===== config.mk =====
export PLATFORM = sky130hd
export DESIGN_NAME = tanimoto_threshold_prune
export DESIGN_NICKNAME = d
export VERILOG_FILES = /design/src/rtl/ttp_pkg.sv /design/src/rtl/ttp_accum.sv /design/src/rtl/ttp_decide.sv /design/src/rtl/tanimoto_threshold_prune.sv
export SDC_FILE = /design/constraint.sdc
export NUM_CORES = 2
export LEC_CHECK = 0
export BUFFER_PORTS_ARGS = -buffer_cell sky130_fd_sc_hd__buf_2
export CAP_MARGIN = 30
export CORE_MARGIN = 2
export CORE_UTILIZATION = 45
export CTS_BUF_LIST = sky130_fd_sc_hd__clkbuf_4 sky130_fd_sc_hd__clkbuf_8
export CTS_CLUSTER_DIAMETER = 100
export DETAILED_ROUTE_END_ITERATION = 10
export GPL_TIMING_DRIVEN = 0
export HOLD_SLACK_MARGIN = 0.12
export PLACE_DENSITY = 0.62
export RECOVER_POWER = 50
export SLEW_MARGIN = 20
export SYNTH_ARGS = -nofsm -noshare
export SYNTH_HDL_FRONTEND = slang
export SYNTH_SLANG_ARGS = --single-unit

===== constraint.sdc =====
create_clock -name clock -period 12.6 [get_ports clock]
set_input_delay 0.63 -clock clock [delete_from_list [all_inputs] [get_ports clock]]
set_output_delay 0.63 -clock clock [all_outputs]
set_load 0.02 [all_outputs]

===== src/rtl/ttp_pkg.sv =====
package ttp_pkg;

   // operation codes carried in req_tuser
   typedef enum logic [1:0] {
      OP_LOAD_QUERY  = 2'd0,
      OP_LOAD_FILTER = 2'd1,
      OP_TEST_NODE   = 2'd2,
      OP_TEST_LEAF   = 2'd3
   } op_type;

   // field widths
   localparam int IDX_W   = 4;
   localparam int WORD_W  = 64;
   localparam int CNT_W   = 11;
   localparam int THR_W   = 17;
   localparam int Q_FRAC  = 16;
   localparam int U_W     = CNT_W + 2;
   localparam int PROD_W  = THR_W + U_W - 1;
   localparam int MEM_DEPTH = 1 << IDX_W;

   localparam logic [THR_W-1:0] ONE_Q16   = THR_W'(65536);
   localparam logic [CNT_W-1:0] COUNT_MAX = '1;

   // request tdata layout, lowest bit first
   localparam int REQ_IDX_LSB  = 0;
   localparam int REQ_WORD_LSB = REQ_IDX_LSB + IDX_W;
   localparam int REQ_MIN_LSB  = REQ_WORD_LSB + WORD_W;
   localparam int REQ_MAX_LSB  = REQ_MIN_LSB + CNT_W;
   localparam int REQ_USED_W   = REQ_MAX_LSB + CNT_W;
   localparam int REQ_DATA_W   = ((REQ_USED_W + 7) / 8) * 8;

   // response tdata layout, lowest bit first
   localparam int RSP_USED_W = 1 + CNT_W;
   localparam int RSP_DATA_W = ((RSP_USED_W + 7) / 8) * 8;

   // one captured request beat
   typedef struct packed {
      op_type             op;
      logic [IDX_W-1:0]   idx;
      logic [WORD_W-1:0]  word;
      logic               last;
      logic [CNT_W-1:0]   min_w;
      logic [CNT_W-1:0]   max_w;
   } req_type;

   // everything the decision needs once a candidate is complete
   typedef struct packed {
      logic               leaf;
      logic               hit;
      logic [CNT_W-1:0]   common;
      logic [CNT_W-1:0]   na;
      logic [CNT_W-1:0]   max_w;
      logic [CNT_W-1:0]   min_w;
   } dec_type;

endpackage


===== src/rtl/ttp_accum.sv =====
module ttp_accum #(
   parameter int FP_WORDS  = 16,
   parameter int WORD_BITS = 64
) (
   input  logic              clock,
   input  logic              reset,
   input  logic              in_valid,
   input  ttp_pkg::req_type  in_item,
   output logic              in_take,
   output logic              dec_valid,
   output ttp_pkg::dec_type  dec,
   input  logic              dec_take
);

   localparam int DEPTH = (FP_WORDS < ttp_pkg::MEM_DEPTH) ? FP_WORDS : ttp_pkg::MEM_DEPTH;
   localparam int AW    = (DEPTH > 1) ? $clog2(DEPTH) : 1;
   localparam int PC_W  = $clog2(WORD_BITS + 1);
   localparam int FULL_BITS = DEPTH * WORD_BITS;

   function automatic logic [PC_W-1:0] popcnt(input logic [WORD_BITS-1:0] v);
      logic [PC_W-1:0] n;
      n = '0;
      for (int i = 0; i < WORD_BITS; i++) begin
         n = n + PC_W'(v[i]);
      end
      return n;
   endfunction

   logic [WORD_BITS-1:0]       q_mem_ff [DEPTH];
   logic [WORD_BITS-1:0]       f_mem_ff [DEPTH];
   logic [DEPTH-1:0]           q_vld_ff;
   logic [DEPTH-1:0]           f_vld_ff;
   logic [ttp_pkg::CNT_W-1:0]  weight_ff, weight_in;
   logic [ttp_pkg::CNT_W-1:0]  count_ff, count_in;
   logic                       hit_ff, hit_in;
   logic                       dec_valid_ff, dec_valid_in;
   ttp_pkg::dec_type           dec_ff, dec_in;

   logic                       idx_ok;
   logic [AW-1:0]              addr;
   logic [WORD_BITS-1:0]       word_m;
   logic [WORD_BITS-1:0]       q_rd;
   logic [WORD_BITS-1:0]       f_rd;
   logic [PC_W-1:0]            pc_old, pc_new, pc_and;
   logic [ttp_pkg::CNT_W:0]    sum;
   logic                       is_test;
   logic                       ends_test;
   logic                       dec_free;
   logic                       q_wr, f_wr, dec_load;

   // address decode and store reads
   assign idx_ok = int'(in_item.idx) < DEPTH;
   assign addr   = in_item.idx[AW-1:0];
   assign word_m = in_item.word[WORD_BITS-1:0];
   assign q_rd   = q_vld_ff[addr] ? q_mem_ff[addr] : '0;
   assign f_rd   = f_vld_ff[addr] ? f_mem_ff[addr] : '0;

   assign pc_old = popcnt(q_rd);
   assign pc_new = popcnt(word_m);
   assign pc_and = popcnt(word_m & q_rd);

   // handshake toward the decision stage
   assign is_test   = (in_item.op == ttp_pkg::OP_TEST_NODE) ||
                      (in_item.op == ttp_pkg::OP_TEST_LEAF);
   assign ends_test = is_test && in_item.last;
   assign dec_free  = !dec_valid_ff || dec_take;
   assign in_take   = in_valid && (!ends_test || dec_free);

   assign q_wr     = in_take && (in_item.op == ttp_pkg::OP_LOAD_QUERY) && idx_ok;
   assign f_wr     = in_take && (in_item.op == ttp_pkg::OP_LOAD_FILTER) && idx_ok;
   assign dec_load = in_take && ends_test;

   // query weight, common count and filter hit updates
   always_comb begin
      weight_in = weight_ff;
      count_in  = count_ff;
      hit_in    = hit_ff;
      sum       = {1'b0, count_ff} + (ttp_pkg::CNT_W + 1)'(pc_and);
      if (q_wr) begin
         weight_in = weight_ff - ttp_pkg::CNT_W'(pc_old) + ttp_pkg::CNT_W'(pc_new);
      end
      if (in_take && is_test && idx_ok) begin
         count_in = sum[ttp_pkg::CNT_W] ? ttp_pkg::COUNT_MAX : sum[ttp_pkg::CNT_W-1:0];
         hit_in   = hit_ff || (|(word_m & f_rd));
      end
      dec_in.leaf   = (in_item.op == ttp_pkg::OP_TEST_LEAF);
      dec_in.hit    = hit_in;
      dec_in.common = count_in;
      dec_in.na     = weight_ff;
      dec_in.max_w  = in_item.max_w;
      dec_in.min_w  = in_item.min_w;
      if (dec_load) begin
         count_in = '0;
         hit_in   = 1'b0;
      end
   end

   // decision record valid
   always_comb begin
      dec_valid_in = dec_valid_ff;
      if (dec_load) begin
         dec_valid_in = 1'b1;
      end else if (dec_take) begin
         dec_valid_in = 1'b0;
      end
   end

   always_ff @(posedge clock) begin
      if (reset) begin
         q_vld_ff     <= '0;
         f_vld_ff     <= '0;
         weight_ff    <= '0;
         count_ff     <= '0;
         hit_ff       <= 1'b0;
         dec_valid_ff <= 1'b0;
      end else begin
         if (q_wr) begin
            q_vld_ff[addr] <= 1'b1;
         end
         if (f_wr) begin
            f_vld_ff[addr] <= 1'b1;
         end
         weight_ff    <= weight_in;
         count_ff     <= count_in;
         hit_ff       <= hit_in;
         dec_valid_ff <= dec_valid_in;
      end
   end

   // fingerprint stores and decision record payload
   always_ff @(posedge clock) begin
      if (q_wr) begin
         q_mem_ff[addr] <= word_m;
      end
      if (f_wr) begin
         f_mem_ff[addr] <= word_m;
      end
      if (dec_load) begin
         dec_ff <= dec_in;
      end
   end

   assign dec_valid = dec_valid_ff;
   assign dec       = dec_ff;

`ifndef SYNTHESIS
   a_clear_after_result: assert property (@(posedge clock) disable iff (reset)
      dec_load |=> (count_ff == '0) && !hit_ff)
      else $error("accumulators not cleared after a result");

   a_weight_bound: assert property (@(posedge clock) disable iff (reset)
      int'(weight_ff) <= FULL_BITS)
      else $error("query weight exceeds stored bit count");
`endif

endmodule


===== src/rtl/ttp_decide.sv =====
module ttp_decide (
   input  logic                              clock,
   input  logic                              reset,
   input  logic [ttp_pkg::THR_W-1:0]         thr,
   input  logic                              dec_valid,
   input  ttp_pkg::dec_type                  dec,
   output logic                              dec_take,
   output logic                              rsp_valid,
   input  logic                              rsp_ready,
   output logic                              rsp_prune,
   output logic [ttp_pkg::CNT_W-1:0]         rsp_common
);

   localparam int PW = ttp_pkg::PROD_W;
   localparam int CW = ttp_pkg::CNT_W;
   localparam int UW = ttp_pkg::U_W;
   localparam int XW = PW - CW - ttp_pkg::Q_FRAC;

   logic              mul_valid_ff, mul_valid_in;
   logic [PW-1:0]     p_na_ff, p_b_ff, p_u_ff;
   logic [PW-1:0]     p_na_in, p_b_in, p_u_in;
   logic              u_neg_ff, u_zero_ff;
   logic              leaf_ff, hit_ff;
   logic [CW-1:0]     common_ff, na_ff, max_ff;
   logic [UW-1:0]     u;
   logic [CW-1:0]     b_sel;
   logic              mul_free, mul_take;

   logic              rsp_valid_ff, rsp_valid_in;
   logic              prune_ff, prune_in;
   logic [CW-1:0]     common_out_ff;
   logic [PW-1:0]     max_sh, na_sh, c_sh;
   logic              final_test;

   assign mul_take = mul_valid_ff && (!rsp_valid_ff || rsp_ready);
   assign mul_free = !mul_valid_ff || mul_take;
   assign dec_take = dec_valid && mul_free;

   // union size and threshold products
   always_comb begin
      u       = {2'b00, dec.na} + {2'b00, dec.max_w} - {2'b00, dec.common};
      b_sel   = dec.leaf ? dec.max_w : dec.min_w;
      p_na_in = PW'(thr) * PW'(dec.na);
      p_b_in  = PW'(thr) * PW'(b_sel);
      p_u_in  = PW'(thr) * PW'(u[UW-2:0]);
   end

   always_comb begin
      mul_valid_in = mul_valid_ff;
      if (dec_take) begin
         mul_valid_in = 1'b1;
      end else if (mul_take) begin
         mul_valid_in = 1'b0;
      end
   end

   // cross-multiplied comparisons
   always_comb begin
      max_sh = {{XW{1'b0}}, max_ff, {ttp_pkg::Q_FRAC{1'b0}}};
      na_sh  = {{XW{1'b0}}, na_ff, {ttp_pkg::Q_FRAC{1'b0}}};
      c_sh   = {{XW{1'b0}}, common_ff, {ttp_pkg::Q_FRAC{1'b0}}};
      priority if (!leaf_ff) begin
         final_test = c_sh < p_na_ff;
      end else if (u_zero_ff) begin
         final_test = 1'b0;
      end else if (u_neg_ff) begin
         final_test = 1'b1;
      end else begin
         final_test = c_sh < p_u_ff;
      end
      prune_in = (max_sh < p_na_ff) || (na_sh < p_b_ff) || !hit_ff || final_test;
   end

   always_comb begin
      rsp_valid_in = rsp_valid_ff;
      if (mul_take) begin
         rsp_valid_in = 1'b1;
      end else if (rsp_ready) begin
         rsp_valid_in = 1'b0;
      end
   end

   always_ff @(posedge clock) begin
      if (reset) begin
         mul_valid_ff <= 1'b0;
         rsp_valid_ff <= 1'b0;
      end else begin
         mul_valid_ff <= mul_valid_in;
         rsp_valid_ff <= rsp_valid_in;
      end
   end

   // product stage payload and response payload
   always_ff @(posedge clock) begin
      if (dec_take) begin
         p_na_ff   <= p_na_in;
         p_b_ff    <= p_b_in;
         p_u_ff    <= p_u_in;
         u_neg_ff  <= u[UW-1];
         u_zero_ff <= (u == '0);
         leaf_ff   <= dec.leaf;
         hit_ff    <= dec.hit;
         common_ff <= dec.common;
         na_ff     <= dec.na;
         max_ff    <= dec.max_w;
      end
      if (mul_take) begin
         prune_ff      <= prune_in;
         common_out_ff <= common_ff;
      end
   end

   assign rsp_valid  = rsp_valid_ff;
   assign rsp_prune  = prune_ff;
   assign rsp_common = common_out_ff;

`ifndef SYNTHESIS
   a_mul_hold: assert property (@(posedge clock) disable iff (reset)
      (mul_valid_ff && !mul_take) |=> mul_valid_ff && $stable(p_na_ff) && $stable(p_u_ff))
      else $error("product stage changed while stalled");

   a_rsp_source: assert property (@(posedge clock) disable iff (reset)
      $rose(rsp_valid_ff) |-> $past(mul_valid_ff))
      else $error("result beat without a product stage entry");
`endif

endmodule


===== src/rtl/tanimoto_threshold_prune.sv =====
// Tanimoto threshold prune: load the query words (operation 0) and filter words
// (operation 1), then stream each candidate's words with operation 2 (internal
// node) or 3 (leaf); the beat with tlast set returns one beat with the prune
// decision and the common bit count. The block takes one beat per clock unless a
// last test beat waits for a held decision record: popcount, store update and the
// saturating accumulate all finish in the single accumulate stage, which is the
// loop that sets that rate. A result beat passes the decision record, product and
// compare registers after its last request beat enters the input register. The
// user must write the threshold on the csr channel only while no candidate is in
// flight; the block does not enforce it. Values above 1.0 act as 1.0.
module tanimoto_threshold_prune #(
   parameter int FP_WORDS  = 16,
   parameter int WORD_BITS = 64
) (
   input  logic                               clock,
   input  logic                               reset,
   // request: tdata = word_index, fingerprint_word, least weight, greatest weight,
   // zero fill
   input  logic                               req_tvalid,
   output logic                               req_tready,
   input  logic [ttp_pkg::REQ_DATA_W-1:0]     req_tdata,
   // request: tuser = operation
   input  logic [1:0]                         req_tuser,
   input  logic                               req_tlast,
   // response: tdata = prune, common_bits, zero fill
   output logic                               rsp_tvalid,
   input  logic                               rsp_tready,
   output logic [ttp_pkg::RSP_DATA_W-1:0]     rsp_tdata,
   // threshold write
   input  logic                               csr_valid,
   output logic                               csr_ready,
   input  logic [ttp_pkg::THR_W-1:0]          csr_data
);

   localparam int CW = ttp_pkg::CNT_W;

   logic                          in_valid_ff, in_valid_in;
   ttp_pkg::req_type              in_ff, in_in;
   logic                          in_take;
   logic [ttp_pkg::THR_W-1:0]     thr_ff, thr_in;
   logic                          req_fire;
   logic                          dec_valid, dec_take;
   ttp_pkg::dec_type              dec;
   logic                          rsp_prune;
   logic [CW-1:0]                 rsp_common;

   // input register
   assign req_tready = !in_valid_ff || in_take;
   assign req_fire   = req_tvalid && req_tready;

   always_comb begin
      in_in.op    = ttp_pkg::op_type'(req_tuser);
      in_in.idx   = req_tdata[ttp_pkg::REQ_IDX_LSB +: ttp_pkg::IDX_W];
      in_in.word  = req_tdata[ttp_pkg::REQ_WORD_LSB +: ttp_pkg::WORD_W];
      in_in.last  = req_tlast;
      in_in.min_w = req_tdata[ttp_pkg::REQ_MIN_LSB +: CW];
      in_in.max_w = req_tdata[ttp_pkg::REQ_MAX_LSB +: CW];
      in_valid_in = in_valid_ff;
      if (req_fire) begin
         in_valid_in = 1'b1;
      end else if (in_take) begin
         in_valid_in = 1'b0;
      end
   end

   // threshold register, clamped to 1.0
   assign csr_ready = 1'b1;
   assign thr_in    = (csr_data > ttp_pkg::ONE_Q16) ? ttp_pkg::ONE_Q16 : csr_data;

   always_ff @(posedge clock) begin
      if (reset) begin
         in_valid_ff <= 1'b0;
         thr_ff      <= ttp_pkg::ONE_Q16;
      end else begin
         in_valid_ff <= in_valid_in;
         if (csr_valid && csr_ready) begin
            thr_ff <= thr_in;
         end
      end
   end

   always_ff @(posedge clock) begin
      if (req_fire) begin
         in_ff <= in_in;
      end
   end

   ttp_accum #(
      .FP_WORDS  (FP_WORDS),
      .WORD_BITS (WORD_BITS)
   ) u_accum (
      .clock     (clock),
      .reset     (reset),
      .in_valid  (in_valid_ff),
      .in_item   (in_ff),
      .in_take   (in_take),
      .dec_valid (dec_valid),
      .dec       (dec),
      .dec_take  (dec_take)
   );

   ttp_decide u_decide (
      .clock      (clock),
      .reset      (reset),
      .thr        (thr_ff),
      .dec_valid  (dec_valid),
      .dec        (dec),
      .dec_take   (dec_take),
      .rsp_valid  (rsp_tvalid),
      .rsp_ready  (rsp_tready),
      .rsp_prune  (rsp_prune),
      .rsp_common (rsp_common)
   );

   assign rsp_tdata = ttp_pkg::RSP_DATA_W'({rsp_common, rsp_prune});

endmodule

# Yosys cells after proc, flatten, opt, wreduce, memory -nomap -nowiden
# Memory sizes are Yosys's and may differ from the RTL's. A register that Yosys moved wholly into a read port is not among the register bits.
# Index checks and enable logic that the tools add are counted.
# word_totals
regBits	349
ram_bits	2048
mem_count	2
# memory_table
name	depth	word_bits	read_ports	rd_ports_with_merged_regs	wr	line_no	source
u_accum.f_mem_ff	16	64	1	1	1	ttp_accum.sv:30	logic [WORD_BITS-1:0] f_mem_ff [DEPTH];
u_accum.q_mem_ff	16	64	1	1	1	ttp_accum.sv:29	logic [WORD_BITS-1:0] q_mem_ff [DEPTH];
# op_classes
add_sub_neg	194
mul	3
n_lt_le_gt_ge	7
n_eq_ne	3
n_mux	30
n_bitwise	4
reduce_logical	34
# ops
op	count
$add 7x1->7	186
$and 64x64->64	2
$mux 64	2
$lt 27x28->1	3
$reduce_or 64->1	1
$mul 17x11->28	2
$mux 11	3
$or 16x16->16	2
$lt 27x29->1	1
$mul 17x12->29	1
$mux 1	19
$gt 17x17->1 const B	1
$mux 17	1
$logic_not 13->1	1
$sub 13x11->13	1
$add 11x11->12	1
$add 11x7->12	1
$add 11x7->11	1
$sub 11x7->11	1
$logic_and 1x1->1	10
$logic_or 1x1->1	10
$bmux 1 s4	2
$mux 4	2
$reduce_bool 2->1	4
9 further kinds	17

# Logic depth before layout (Yosys ltp)
# logic_depth
word_depth	70
mapped_depth	40
depth_no_buf	36

# Cells and area by module
# From an unflattened synthesis, not the netlist that was laid out.
# unflattened
hier_cells	7092
hier_area_um2	115899.9
# modules_own_cells
mod	n_inst	cells_each	area_per_inst_um2	seq_area_each_um2
ttp_accum	1	4363	87911.8	64001.4
ttp_decide	1	2581	24517.3	4063.9
tanimoto_threshold_prune	1	148	3470.8	3153.0

# Worst setup path after synthesis
# No wires, ideal clock.
# synth_path
path_type	flip-flop to flip-flop
from	register with a tool-made name
to	register u_accum.weight_ff[9] (netlist bit)
arrival_time_ps	10541
required_time_ps	12478
path_slack_ps	1937
stages_incl_launch_ff	37
n_path_buf	8
synth_period_minus_slack_ps	10663
cell_sequence	dfxtp_1 buf_6 buf_4 buf_4 buf_4 buf_4 buf_2 buf_2 buf_2 mux4_2 mux4_2 nand2_1 fa_1 fa_1 inv_1 fa_1 fa_1 fa_1 fa_1 fa_1 inv_1 fa_1 fa_1 fa_1 inv_1 fa_1 inv_1 ha_1 a21o_1 a21oi_1 o21ai_0 a21oi_1 o21ai_0 a21oi_1 o21ai_0 mux2i_1 a311o_1
# synth_lines
item	line_no	source
end signal: assignment	ttp_accum.sv:123	weight_ff <= weight_in;
end: declaration	ttp_accum.sv:33	logic [ttp_pkg::CNT_W-1:0] weight_ff, weight_in;

==> results.cfg <==
[outcome]
outcome = finished with violations
violations = capacitance limit, slew limit

[floorplan]
die_area_mm2 = 0.260
core_area_mm2 = 0.254
placement_rows = 185
die-height_um = 510
start_util_pct = 45.3
pin_count = 140
die_width_um = 510

[synthesis]
synth-compound-area-share_pct = 3.04
synth_common_cells = 2,321 x edfxtp_1, 725 x inv_1, 590 x fa_1
synth_top_family_by_area = adder cells
async_flop_share_pct = 0
yosys_most_used_dff = edfxtp_1
ys_ff_latch = 2401
synthMuxAreaShare_pct = 11.8
syn_inst = 6916
synth.largest_area_cell = edfxtp_1
synth_most_common_cell = edfxtp_1
synth_edf_count = 2321
yosysSeqAreaShare_pct = 61.8
synthSimpleGateAreaFrac_pct = 5.20
post_synth_num_cell_types = 72
synthXorXnorAreaFrac_pct = 0.820
yosysTopAreaCellShare_pct = 60.4
ys.warnings.count = 0
synthAdderAreaFrac_pct = 13.8
synth_area_leaders = edfxtp_1 60%, mux4_2 10%, fa_1 10%
synth.avg_cell_area_um2 = 16.7
netlist_area_mm2 = 0.115

[global_routing]
grt_max_degree = 50
grt_pass1_wl_um = 485000
grt_usage_pct = 26.2
antenna_found_initial = 13
grt_remaining_overflow = 0
grt_pass1_vias = 68461

[sta]
worst_pin_slew_ps = 1630
relSlewSlack_pct = -8.94
post-route-period-util_pct = 96.6
setup_viol = 0
max_clock_freq_mhz = 82.1
final-hold-violation-count = 0
rsz0062_at_grt = false
slew_violations = 56
period_needed_ps = 12180
clock_skew_ps = 151
fin_ws_ps = 423
tns_ps = 0

[pwr]
cellLeakagePower_nw = 47.9
p_per_area_mw_per_mm2 = 196
ir_drop_v = 0.00128

[worst_setup_path]
cp.arrival_ps = 13050
critical_path.most_common_cell = fa_1
crit_slowest_cell = mux4_2
cp-end-kind = flip-flop
critPathRequiredTime_ps = 13480
max_stage_delay_ps = 650
reg2reg_depth = 36
path_buf_inv = 13
reg2reg_to = u_accum.weight_ff[9]
r2r_setup_slack_ps = 420
crit_path_max_fanout = 10
critPathLaunchType = flip-flop
path_class = flip-flop to flip-flop
cp_top_family = adder cells

[placed_design]
globalplace.congestion = 0.888
place_ws_ps = -630
dp_cells = 10728
place_hpwl_um = 248000
place.port_buffers = 127

[min_path]
worstHoldStart = req_tdata[63]
hold_end = in_ff[82]
min_path_cells = 2
hp-class = primary input to flip-flop

[routing]
postRouteAntennaNets = 0
drt_first_pass_iters = 5
viasPerCell = 5.73
wire_per_inst_um = 29.5
drt_iter0_drc = 7062
route.detailed.drc = 0
routed_wirelength_um = 341000
routed-via-count = 66265

[cells_and_area]
syn_to_final_growth_pct = 15.4
utilization_pct = 52.3
finalNonFillerCells = 11558
drive_gt1_share_pct = 19.8
nets = 8915

[clocking]
h-tree-depth = 5
cts_buffers = 391
ctsRootBufferMaster = clkbuf_8
path_clk_slew_ps = 80
insertion_delay_ps = 1090
cts_tree = done
cts_max_path_buffers = 4
clock-sinks = 2401

[flow_run]
maxCapViolCount = 4
[cell type report]
class | instances | area, um2
multi-input cells | 3481 | 40300
plain buffers | 303 | 1400
repair buffers | 568 | 5520
inverters | 727 | 2740
clock buffers | 537 | 6550
fillers | 20589 | 121000
well taps | 3366 | 4210
diodes | 9 | 22.5
clock inverters | 166 | 1060
flip-flops and latches | 2401 | 71300
[cell usage in the layout (no fill, tap or decap), types with 126 or more instances in the layout]
master	n
a21oi_1	126
and2_1	201
fa_1	590
inv_1	724
edfxtp_1	2321
clkbuf_1	310
clkbuf_8	403
buf_2	148
mux2i_1	161
ha_1	331
clkbuf_4	160
nand2_1	528
mux4_2	525
[state kept, by name, indices dropped and copies added, names as in the netlist, 17 cells and up, named ones only]
register	flops
in_ff	93
u_accum.q_mem_ff	1024
u_decide.p_b_ff	28
thr_ff	17
u_decide.p_na_ff	28
u_accum.f_mem_ff	1024
u_accum.dec	46
u_decide.p_u_ff	29
[worst reg2reg max path, delay by kind of cell (launching register included)]
family | cells | cell delay, ps
AOI/OAI and AO/OA | 8 | 1530
adders and majority gates | 12 | 5870
buffers and inverters | 13 | 3190
DFF | 1 | 410
muxes | 2 | 800
and+or+nand+nor | 1 | 240
[worst max-delay path by stage]
stage	cells after the start	from	end	slack (ps)
after floorplan	36	flip-flop	u_accum.weight_ff[9]	1940
after global placement	3	rsp_tready	u_decide.p_b_ff[0]	-2560
after detailed placement	37	flip-flop	u_accum.weight_ff[9]	-630
after CTS	35	flip-flop	u_accum.weight_ff[9]	0.7
after global routing	36	flip-flop	u_accum.weight_ff[8]	1
final	36	flip-flop	u_accum.weight_ff[9]	420
[power breakdown]
group	internal, mW	switching (mW)
Sequential	8.94	0.0930
Clock	3.54	3.13
Combinational	4.62	5.82
Total	17.1	9.04
[layer usage]
layer | share of wire, % | global-route usage, %
met1 | 37 | 33.1
met5 | 0.024 | 0
met2 | 49 | 43.9
met4 | 6.1 | 12.5
met3 | 8.2 | 4.73
[repair_timing]
item | CTS | global route
endpoints found under the setup margin | 28 | 16
endpoints found under the hold margin | 118 | 0
buffers inserted | 0 | 0
resized for setup | 15 | 51
hold buffers | 119 | 0
gates cloned | 0 | 0
[logic make-up after synthesis]
group / Yosys count
adder cells (fa/ha/maj): 921
multiplexers: 700
other: 2
flip-flops: 2401
AO/OA/AOI/OAI: 512
XOR/XNOR: 108
AND/OR/NAND/NOR: 1235
buffers and inverters: 1037
[per-stage QoR]
| step | power (mW) | cell area, um2 | hold slack (ps) |
|---|---|---|---|
| floorplan | 17.5 | 115000 | 400 |
| global placement | 19.4 | 120000 | 409 |
| detailed placement | 19.7 | 126000 | 405 |
| CTS | 26.4 | 135000 | 212 |
| global route | 27.7 | 133000 | 248 |
| finish | 26.1 | 133000 | 286 |
Power figures use the tool's default switching activity.
